===== src/hdl/aes_pkg.sv =====
`timescale 1ns / 1ps
`default_nettype none

package aes_pkg;

   localparam int AES_ROUNDS = 10;
   localparam int WORD_W     = 64;
   localparam int BLOCK_W    = 128;

   // register indexes of the config port
   localparam logic CSR_KEY_HIGH = 1'b0;
   localparam logic CSR_KEY_LOW  = 1'b1;

   localparam logic CMD_ENCRYPT = 1'b0;
   localparam logic CMD_DECRYPT = 1'b1;

   localparam logic [7:0] RCON_FIRST = 8'h01;
   localparam logic [7:0] GF_POLY    = 8'h1b;

   // forward s-box, entry 0 in the top byte
   localparam logic [2047:0] SBOX_BITS = {
      128'h637c777bf26b6fc53001672bfed7ab76,
      128'hca82c97dfa5947f0add4a2af9ca472c0,
      128'hb7fd9326363ff7cc34a5e5f171d83115,
      128'h04c723c31896059a071280e2eb27b275,
      128'h09832c1a1b6e5aa0523bd6b329e32f84,
      128'h53d100ed20fcb15b6acbbe394a4c58cf,
      128'hd0efaafb434d338545f9027f503c9fa8,
      128'h51a3408f929d38f5bcb6da2110fff3d2,
      128'hcd0c13ec5f974417c4a77e3d645d1973,
      128'h60814fdc222a908846eeb814de5e0bdb,
      128'he0323a0a4906245cc2d3ac629195e479,
      128'he7c8376d8dd54ea96c56f4ea657aae08,
      128'hba78252e1ca6b4c6e8dd741f4bbd8b8a,
      128'h703eb5664803f60e613557b986c11d9e,
      128'he1f8981169d98e949b1e87e9ce5528df,
      128'h8ca1890dbfe6426841992d0fb054bb16};

   // inverse s-box
   localparam logic [2047:0] INV_SBOX_BITS = {
      128'h52096ad53036a538bf40a39e81f3d7fb,
      128'h7ce339829b2fff87348e4344c4dee9cb,
      128'h547b9432a6c2233dee4c950b42fac34e,
      128'h082ea16628d924b2765ba2496d8bd125,
      128'h72f8f66486689816d4a45ccc5d65b692,
      128'h6c704850fdedb9da5e154657a78d9d84,
      128'h90d8ab008cbcd30af7e45805b8b34506,
      128'hd02c1e8fca3f0f02c1afbd0301138a6b,
      128'h3a9111414f67dcea97f2cfcef0b4e673,
      128'h96ac7422e7ad3585e2f937e81c75df6e,
      128'h47f11a711d29c5896fb7620eaa18be1b,
      128'hfc563e4bc6d279209adbc0fe78cd5af4,
      128'h1fdda8338807c731b11210592780ec5f,
      128'h60517fa919b54a0d2de57a9f93c99cef,
      128'ha0e03b4dae2af5b0c8ebbb3c83539961,
      128'h172b047eba77d626e169146355210c7d};

   function automatic logic [7:0] sbox(input logic [7:0] v);
      sbox = SBOX_BITS[2047 - 8 * int'(v) -: 8];
   endfunction

   function automatic logic [7:0] inv_sbox(input logic [7:0] v);
      inv_sbox = INV_SBOX_BITS[2047 - 8 * int'(v) -: 8];
   endfunction

   function automatic logic [7:0] xtime(input logic [7:0] v);
      xtime = {v[6:0], 1'b0} ^ (v[7] ? GF_POLY : 8'h00);
   endfunction

   function automatic logic [31:0] sub_word(input logic [31:0] w);
      sub_word = {sbox(w[31:24]), sbox(w[23:16]), sbox(w[15:8]), sbox(w[7:0])};
   endfunction

   // byte i of a block sits at bits 127-8i downto 120-8i
   function automatic logic [7:0] get_byte(input logic [127:0] s, input int i);
      get_byte = s[127 - 8 * i -: 8];
   endfunction

   function automatic logic [127:0] fwd_mix(input logic [127:0] s);
      logic [7:0] a [4];
      logic [127:0] o;
      o = '0;
      for (int c = 0; c < 4; c++) begin
         for (int r = 0; r < 4; r++) a[r] = get_byte(s, r + 4 * c);
         for (int r = 0; r < 4; r++) begin
            o[127 - 8 * (r + 4 * c) -: 8] = xtime(a[r]) ^ xtime(a[(r + 1) % 4])
               ^ a[(r + 1) % 4] ^ a[(r + 2) % 4] ^ a[(r + 3) % 4];
         end
      end
      fwd_mix = o;
   endfunction

   function automatic logic [127:0] inv_mix(input logic [127:0] s);
      logic [7:0] a [4];
      logic [7:0] x2 [4];
      logic [7:0] x4 [4];
      logic [7:0] x8 [4];
      logic [127:0] o;
      o = '0;
      for (int c = 0; c < 4; c++) begin
         for (int r = 0; r < 4; r++) begin
            a[r]  = get_byte(s, r + 4 * c);
            x2[r] = xtime(a[r]);
            x4[r] = xtime(x2[r]);
            x8[r] = xtime(x4[r]);
         end
         // 0e, 0b, 0d, 09 along the row
         for (int r = 0; r < 4; r++) begin
            o[127 - 8 * (r + 4 * c) -: 8] =
                 (x8[r] ^ x4[r] ^ x2[r])
               ^ (x8[(r + 1) % 4] ^ x2[(r + 1) % 4] ^ a[(r + 1) % 4])
               ^ (x8[(r + 2) % 4] ^ x4[(r + 2) % 4] ^ a[(r + 2) % 4])
               ^ (x8[(r + 3) % 4] ^ a[(r + 3) % 4]);
         end
      end
      inv_mix = o;
   endfunction

endpackage

`default_nettype wire


===== src/hdl/aes_key_exp.sv =====
`timescale 1ns / 1ps
`default_nettype none

module aes_key_exp
   import aes_pkg::*;
#(
   parameter int ROUNDS = AES_ROUNDS
) (
   input  wire logic                      clock,
   input  wire logic                      reset,
   input  wire logic                      csr_we,
   input  wire logic                      csr_index,
   input  wire logic [WORD_W-1:0]         csr_wdata,
   output logic [ROUNDS:0][BLOCK_W-1:0]   round_keys,
   output logic                           busy
);

   localparam int CNT_W = $clog2(ROUNDS + 1);

   logic [WORD_W-1:0]  key_high_ff, key_high_in;
   logic [WORD_W-1:0]  key_low_ff, key_low_in;
   logic [BLOCK_W-1:0] cur_ff, cur_in;
   logic [7:0]         rc_ff, rc_in;
   logic [CNT_W-1:0]   cnt_ff, cnt_in;
   logic               busy_ff, busy_in;
   logic [BLOCK_W-1:0] rk_ff [1:ROUNDS];
   logic [31:0]        w0, w1, w2, w3, w4, w5, w6, w7, t;

   always_comb begin
      w0 = cur_ff[127:96];
      w1 = cur_ff[95:64];
      w2 = cur_ff[63:32];
      w3 = cur_ff[31:0];
      t  = sub_word({w3[23:0], w3[31:24]}) ^ {rc_ff, 24'h000000};
      w4 = w0 ^ t;
      w5 = w1 ^ w4;
      w6 = w2 ^ w5;
      w7 = w3 ^ w6;
   end

   always_comb begin
      key_high_in = key_high_ff;
      key_low_in  = key_low_ff;
      cur_in      = cur_ff;
      rc_in       = rc_ff;
      cnt_in      = cnt_ff;
      busy_in     = busy_ff;
      if (csr_we) begin
         if (csr_index == CSR_KEY_HIGH) key_high_in = csr_wdata;
         else key_low_in = csr_wdata;
         busy_in = 1'b1;
         cnt_in  = '0;
      end else if (busy_ff) begin
         if (cnt_ff == '0) begin
            cur_in = {key_high_ff, key_low_ff};
            rc_in  = RCON_FIRST;
            cnt_in = CNT_W'(1);
         end else begin
            cur_in = {w4, w5, w6, w7};
            rc_in  = xtime(rc_ff);
            cnt_in = cnt_ff + CNT_W'(1);
            if (cnt_ff == CNT_W'(ROUNDS)) busy_in = 1'b0;
         end
      end
   end

   always_ff @(posedge clock) begin
      if (reset) begin
         key_high_ff <= '0;
         key_low_ff  <= '0;
         busy_ff     <= 1'b1;
         cnt_ff      <= '0;
      end else begin
         key_high_ff <= key_high_in;
         key_low_ff  <= key_low_in;
         busy_ff     <= busy_in;
         cnt_ff      <= cnt_in;
      end
      cur_ff <= cur_in;
      rc_ff  <= rc_in;
   end

   // schedule store, one round key per expansion step
   always_ff @(posedge clock) begin
      if (busy_ff && !csr_we && cnt_ff != '0) rk_ff[cnt_ff] <= {w4, w5, w6, w7};
   end

   always_comb begin
      round_keys[0] = {key_high_ff, key_low_ff};
      for (int i = 1; i <= ROUNDS; i++) round_keys[i] = rk_ff[i];
   end

   assign busy = busy_ff;

endmodule

`default_nettype wire


===== config.mk =====
export PLATFORM = sky130hd
export DESIGN_NAME = aes_key_exp
export DESIGN_NICKNAME = d
export VERILOG_FILES = /design/src/hdl/aes_pkg.sv /design/src/hdl/aes_key_exp.sv
export SDC_FILE = /design/constraint.sdc
export NUM_CORES = 2
export LEC_CHECK = 0
export ABC_AREA = 1
export BUFFER_PORTS_ARGS = -buffer_cell sky130_fd_sc_hd__buf_4
export CORE_AREA = 10 10 562 564
export DETAILED_ROUTE_END_ITERATION = 10
export DIE_AREA = 0 0 572 574
export GPL_TIMING_DRIVEN = 0
export HOLD_SLACK_MARGIN = 0.02
export PLACE_DENSITY_LB_ADDON = 0.15
export SLEW_MARGIN = 20
export SYNTH_ARGS = -nofsm -noshare
export SYNTH_HDL_FRONTEND = slang
export SYNTH_SLANG_ARGS = --single-unit

===== constraint.sdc =====
create_clock -name clock -period 35.5 [get_ports clock]
set_input_delay 1.775 -clock clock [delete_from_list [all_inputs] [get_ports clock]]
set_output_delay 1.775 -clock clock [all_outputs]
set_load 0.005 [all_outputs]

Word-level counts from Yosys, hierarchy flattened
Memory sizes are Yosys's and may differ from the RTL's.
Index checks and enable logic that the tools add are counted.
Cells by class
  bitwise gates (word level): 8
  reductions and logical operators: 9
  shift operators: 4
  add/subtract/negate cells: 5
  mux-type cells: 8
  eq/ne operators: 1
Operators by type and width (count)
  $shiftx A2055 B12 Y8 const A: 4
  $xor A32 B32 Y32: 5
  $mux W128: 1
  $sub A11 B11 Y12 const A: 4
  $xor A8 B5 Y8: 1
  $reduce_and A2 Y1: 3
  $mux W1: 5
  $mux W5: 1
  $add A4 B1 Y4 const B: 1
  $eq A4 B4 Y1 const B: 1
  $logic_not A4 Y1: 1
  $mux W4: 1
  $reduce_bool A4 Y1: 1
  $logic_and A1 B1 Y1: 2
  $not A1 Y1: 2
  $reduce_or A2 Y1: 1
  $logic_not A1 Y1: 1
Word-level totals
  input port bits: 68
  RAM bits: 1280
  output and inout port bits: 1409
  flip-flop bits (word level): 269
  memories: 1
  logic and storage cells: 42
Memory list
  rk_ff: depth 10, width 128, rd ports 10, clocked after Yosys merged registers in 0, wr ports 1, line aes_key_exp.sv:26  | logic [BLOCK_W-1:0] rk_ff [1:ROUNDS];

Longest topological paths before layout
  depth in word-level cells: 8
  depth in mapped cells: 22

Worst setup path before layout
No wires, ideal clock.
  path type: input -> register
  start: input port csr_we
  end: memory rk_ff[1][0] (enable)
  setup time: 0.773 ns
  path slack: 17.032 ns
  stages: 3
  arrival: 17.695 ns
  buffers on the path: 0
  cell sequence: nor2_1 > nand2_1 > nor3_1
On the way
  longest elaborated chain between the ends: 5
Ends and longest elaborated chain
  start: declaration: line aes_key_exp.sv:11  | input wire logic csr_we,
  $logic_not A1 Y1: line aes_key_exp.sv:85  | if (busy_ff && !csr_we && cnt_ff != '0) rk_ff[cnt_ff] <= {w4, w5, w6, w7};
  $logic_and A1 B1 Y1 (2 in a row): line aes_key_exp.sv:85
  $mux W1: line aes_key_exp.sv:85
  $mux W1 (implied by the code): line aes_key_exp.sv:85
  end: declaration: line aes_key_exp.sv:26
Every way passes these cells.

Worst setup path in the final report
  start: register cur_ff[25]
  end: memory rk_ff[9][6] (data pin)
On the way
  longest elaborated chain between the ends: 7
Ends and longest elaborated chain
  start: declaration: line aes_key_exp.sv:22  | logic [BLOCK_W-1:0] cur_ff, cur_in;
  start signal: assignment: line aes_key_exp.sv:79  | cur_ff <= cur_in;
  $sub A11 B11 Y12: line aes_pkg.sv:59  | sbox = SBOX_BITS[2047 - 8 * int'(v) -: 8];
  $shiftx A2055 B12 Y8: line aes_pkg.sv:59
  $xor A32 B32 Y32: line aes_key_exp.sv:34  | t = sub_word({w3[23:0], w3[31:24]}) ^ {rc_ff, 24'h000000};
  $xor A32 B32 Y32: line aes_key_exp.sv:35  | w4 = w0 ^ t;
  named net w4[6]: line aes_key_exp.sv:27  | logic [31:0] w0, w1, w2, w3, w4, w5, w6, w7, t;
  $xor A32 B32 Y32: line aes_key_exp.sv:36  | w5 = w1 ^ w4;
  named net w5[6]: line aes_key_exp.sv:27
  $xor A32 B32 Y32: line aes_key_exp.sv:37  | w6 = w2 ^ w5;
  $xor A32 B32 Y32: line aes_key_exp.sv:38  | w7 = w3 ^ w6;
  named net w7[6]: line aes_key_exp.sv:27
The timed path passes the listed nets, and every way through them passes these cells.

==> summary.md <==
| Metric | Value |
|---|---|
| Syn-to-layout area delta | 38.1% |
| Clock sink count | 1,549 |
| Hold WC Path Type | reg2reg |
| Setup CP Type | reg2reg |
| Switching power | 0.00173 W |
| Root Buffer | clkbuf_16 |
| DRT Pass-1 Iters | 7 |
| DR vias | between 50,000 and 60,000 |
| H-tree levels | 4 |
| Pwr Total | 0.00515 W |
| Area contributors post-synth | edfxtp_1 67%, nand3_1 9.3%, nand2_1 6.7%, dfxtp_1 4.2%, nor2_1 2.9% |
| Register area | around 0.045 mm² |
| Asr flop ratio synth | 0% |
| Clk slew on worst S/H paths | approximately 60 ps |
| Actual slew at the worst max-slew pin | 1280 ps |
| PD cells | 59.0 mW/mm² |
| Die Ht | 574 µm |
| Total GRT Usage | 22.3% |
| Largest net degree at the start of global routing | 24 |
| Sw Ratio | between 30% and 40% |
| Port Buffers | ~1,500 |
| Post-synth EDFFs | 1,416 |
| DR WL/cell | 33.6 µm |
| Final Cycle Share | 17.6% |
| CP endpoint kind | flop |
| VDD IR max | 0.0339 mV |
| FMAX | roughly 160 MHz |
| Routed wire length | approximately 390,000 µm |
| Initial core utilization | 20.8% |
| Routed Antenna Nets | 0 |
| Setup repair after global routing missed its margin | no |
| FP Rows | 203 |
| Max Slew Vio Count | 0 |
| Routability cong. | 0.982 |
| Die Wd | 572 µm |
| First-pass GRT wire length | around 500,000 µm |
| Synth Instances | 5,453 |
| Number of global-route vias before repair | 52,400 |
| Share of the synthesized area in the top cell type | 67.2% |
| CORE AREA | 0.305 mm² |
| GRT overflow | 0 |
| Final min period | 6240 ps |
| Clock Power Share | between 30% and 40% |
| Hold Slack | roughly 500 ps |
| Post-DP HPWL | a little over 300,000 µm |
| Fin. Hold Viols | 0 |
| Comb pwr share | 21.6% |
| Clk buf depth | 4 |
| Post-route DRC | 0 |
| Seq pwr share | 42.7% |
| Final #Nets | 7,489 |
| Top FF cell, synth | edfxtp_1 |
| Final Setup Violations | 0 |
| Synth warnings | 0 |
| LEAKAGE | 35.1 nW |
| Internal | 0.00343 W |
| Most numerous cell in the Yosys netlist | edfxtp_1 |
| Worst path required time | 36,070 ps |
| Initial antenna violation count | 35 |
| Worst-path fanout max | 14 |
| Multi-input gate area | 0.0159 mm² |
| IO Pins | 1,477 |
| Number of post-CTS setup repair buffers | 0 |
| Post-CTS resize count | 0 |
| Clock network latency to the later pin of the worst-skew pair | around 900 ps |
| Layout cells sized above 1 | 29.7% |
| Synth Cell Area | 0.0633 mm² |
| Headroom to the max-slew limit | between 10 and 15% |
| Post-Route Utilization | between 20% and 30% |
| Status | finished clean |
| TritonCTS Buffers | 181 |
| Startpoint class of the critical path | flop |
| Avg Vias per Cell | 4.68 |
| # Max-Cap Violations | 0 |
| # hold bufs at CTS | 0 |
| FILL cells | roughly 32,000 |
| Cell taking the most area after synthesis | edfxtp_1 |
| Yosys reg bits | 1,549 |
| WP data arrival | between 6000 and 7000 ps |
| DRC marker count from the first detailed-route iteration | between 5,000 and 6,000 |
| Post-synthesis cell type count | 37 |
| Sequential area share after synthesis | 71.4% |
| CTS tree | done |
| Syn_area_per_cell | between 10 and 15 µm² |
| Top post-synthesis cells by count | 1,416 x edfxtp_1, 1,182 x nand3_1, 1,125 x nand2_1, 495 x nor2_1, 211 x inv_1 |
| Clk_skew | 73.1 ps |
| Total die area | 0.328 mm² |
| Syn Nets | about 5,600 |
==> worst max-delay path, stage by stage (launching register included) <==
cell      delay, ps
edfxtp_1        730
inv_1           510
ha_1            420
clkbuf_2        180
nor2_1          530
inv_1           360
nand2_1         170
nand3_1          80
nand3_1         120
nand3_1          90
nand3_1         310
nand3_1         190
nand2_1         530
nand2_1         230
nand2_1         630
nand2_1         190
nand3_1         150
and2_1          540
==> area by class of cell <==
| type | count | area share (%) |
|---|---|---|
| Antenna cell | 16 | 0.0458 |
| Buffer | 273 | 1.57 |
| Clock buffer | 230 | 5.47 |
| Clock inverter | 92 | 1.04 |
| Inverter | 243 | 1.05 |
| Multi-Input combinational cell | 3388 | 18.2 |
| Sequential cell | 1549 | 51.7 |
| Tap cell | 3997 | 5.72 |
| Timing Repair Buffer | 1721 | 15.2 |
==> power by group through the flow <==
stage / Sequential (W) / Combinational (W) / Clock [W]
finish: 0.00220 / 0.00112 / 0.00184
global route: 0.00220 / 0.00118 / 0.00196
CTS: 0.00220 / 0.00111 / 0.00189
detailed placement: 0.00224 / 0.00111 / 0
global placement: 0.00224 / 0.00111 / 0
floorplan: 0.00222 / 0.000515 / 0
==> placed cells by master, fill, tap and decap left out, drive strengths merged, types with 12 or more instances in the layout <==
master,synthesis,routed
a21oi,103,103
a31oi,82,82
and2,32,32
buf,169,1890
clkbuf,104,334
clkinv,10,70
dfxtp,133,133
diode,0,16
edfxtp,1416,1416
ha,64,64
inv,233,243
nand2,1163,1163
nand3,1187,1187
nand3b,12,12
nor2,505,505
nor3,13,13
o211ai,16,16
o21ai,183,183
==> state kept, by name, indices dropped and copies added, names as in the netlist <==
signal	count
cnt_ff	4
rc_ff	8
busy	1
key_low_ff	64
key_high_ff	64
rk_ff	1280
cur_ff	128
==> kinds of logic (layout without fill, tap and decap cells) <==
| family | Yosys count | after routing | synth area share [%] |
|---|---|---|---|
| simple gates | 2926 | 2926 | 20.2 |
| other cells | 0 | 16 | 0 |
| xor+xnor | 13 | 13 | 0.180 |
| buf+inv | 516 | 2559 | 3.59 |
| flops | 1549 | 1549 | 71.4 |
| fa+ha+maj | 64 | 64 | 1.27 |
| compound gates | 385 | 385 | 3.32 |
==> stage by stage <==
stage	area [µm²]	worst slack [ps]	instances	TNS (ps)
after floorplan	63300	17030	5453	0
after global placement	79400	-3060	10900	-3054950
after detailed placement	81700	29040	11200	0
after CTS	87400	29070	11500	0
after global routing	87400	28780	11500	0
final	87400	29260	11500	0
==> final timing paths <==
check | from | endpoint | slack (ps) | depth (start not counted)
worst max register to register | cur_ff[25] | rk_ff[9][6] | 29260 | 17
worst min-delay path | key_low_ff[52] | key_low_ff[52] | 510 | 2
worst min register to register | key_low_ff[52] | key_low_ff[52] | 510 | 2
worst max-delay path | cur_ff[25] | rk_ff[9][6] | 29260 | 17
==> metal layers <==
| layer | part of all wire, % | up-vias | track usage, % |
|---|---|---|---|
| li1 | - | 23200 | - |
| met1 | 40 | 27300 | 27.5 |
| met2 | 47 | 2819 | 36.5 |
| met3 | 9.1 | 554 | 6.54 |
| met4 | 4.6 | 4 | 8.78 |
| met5 | 0.0070 | - | 0 |
No activity file was read; power rests on OpenSTA's default activity.
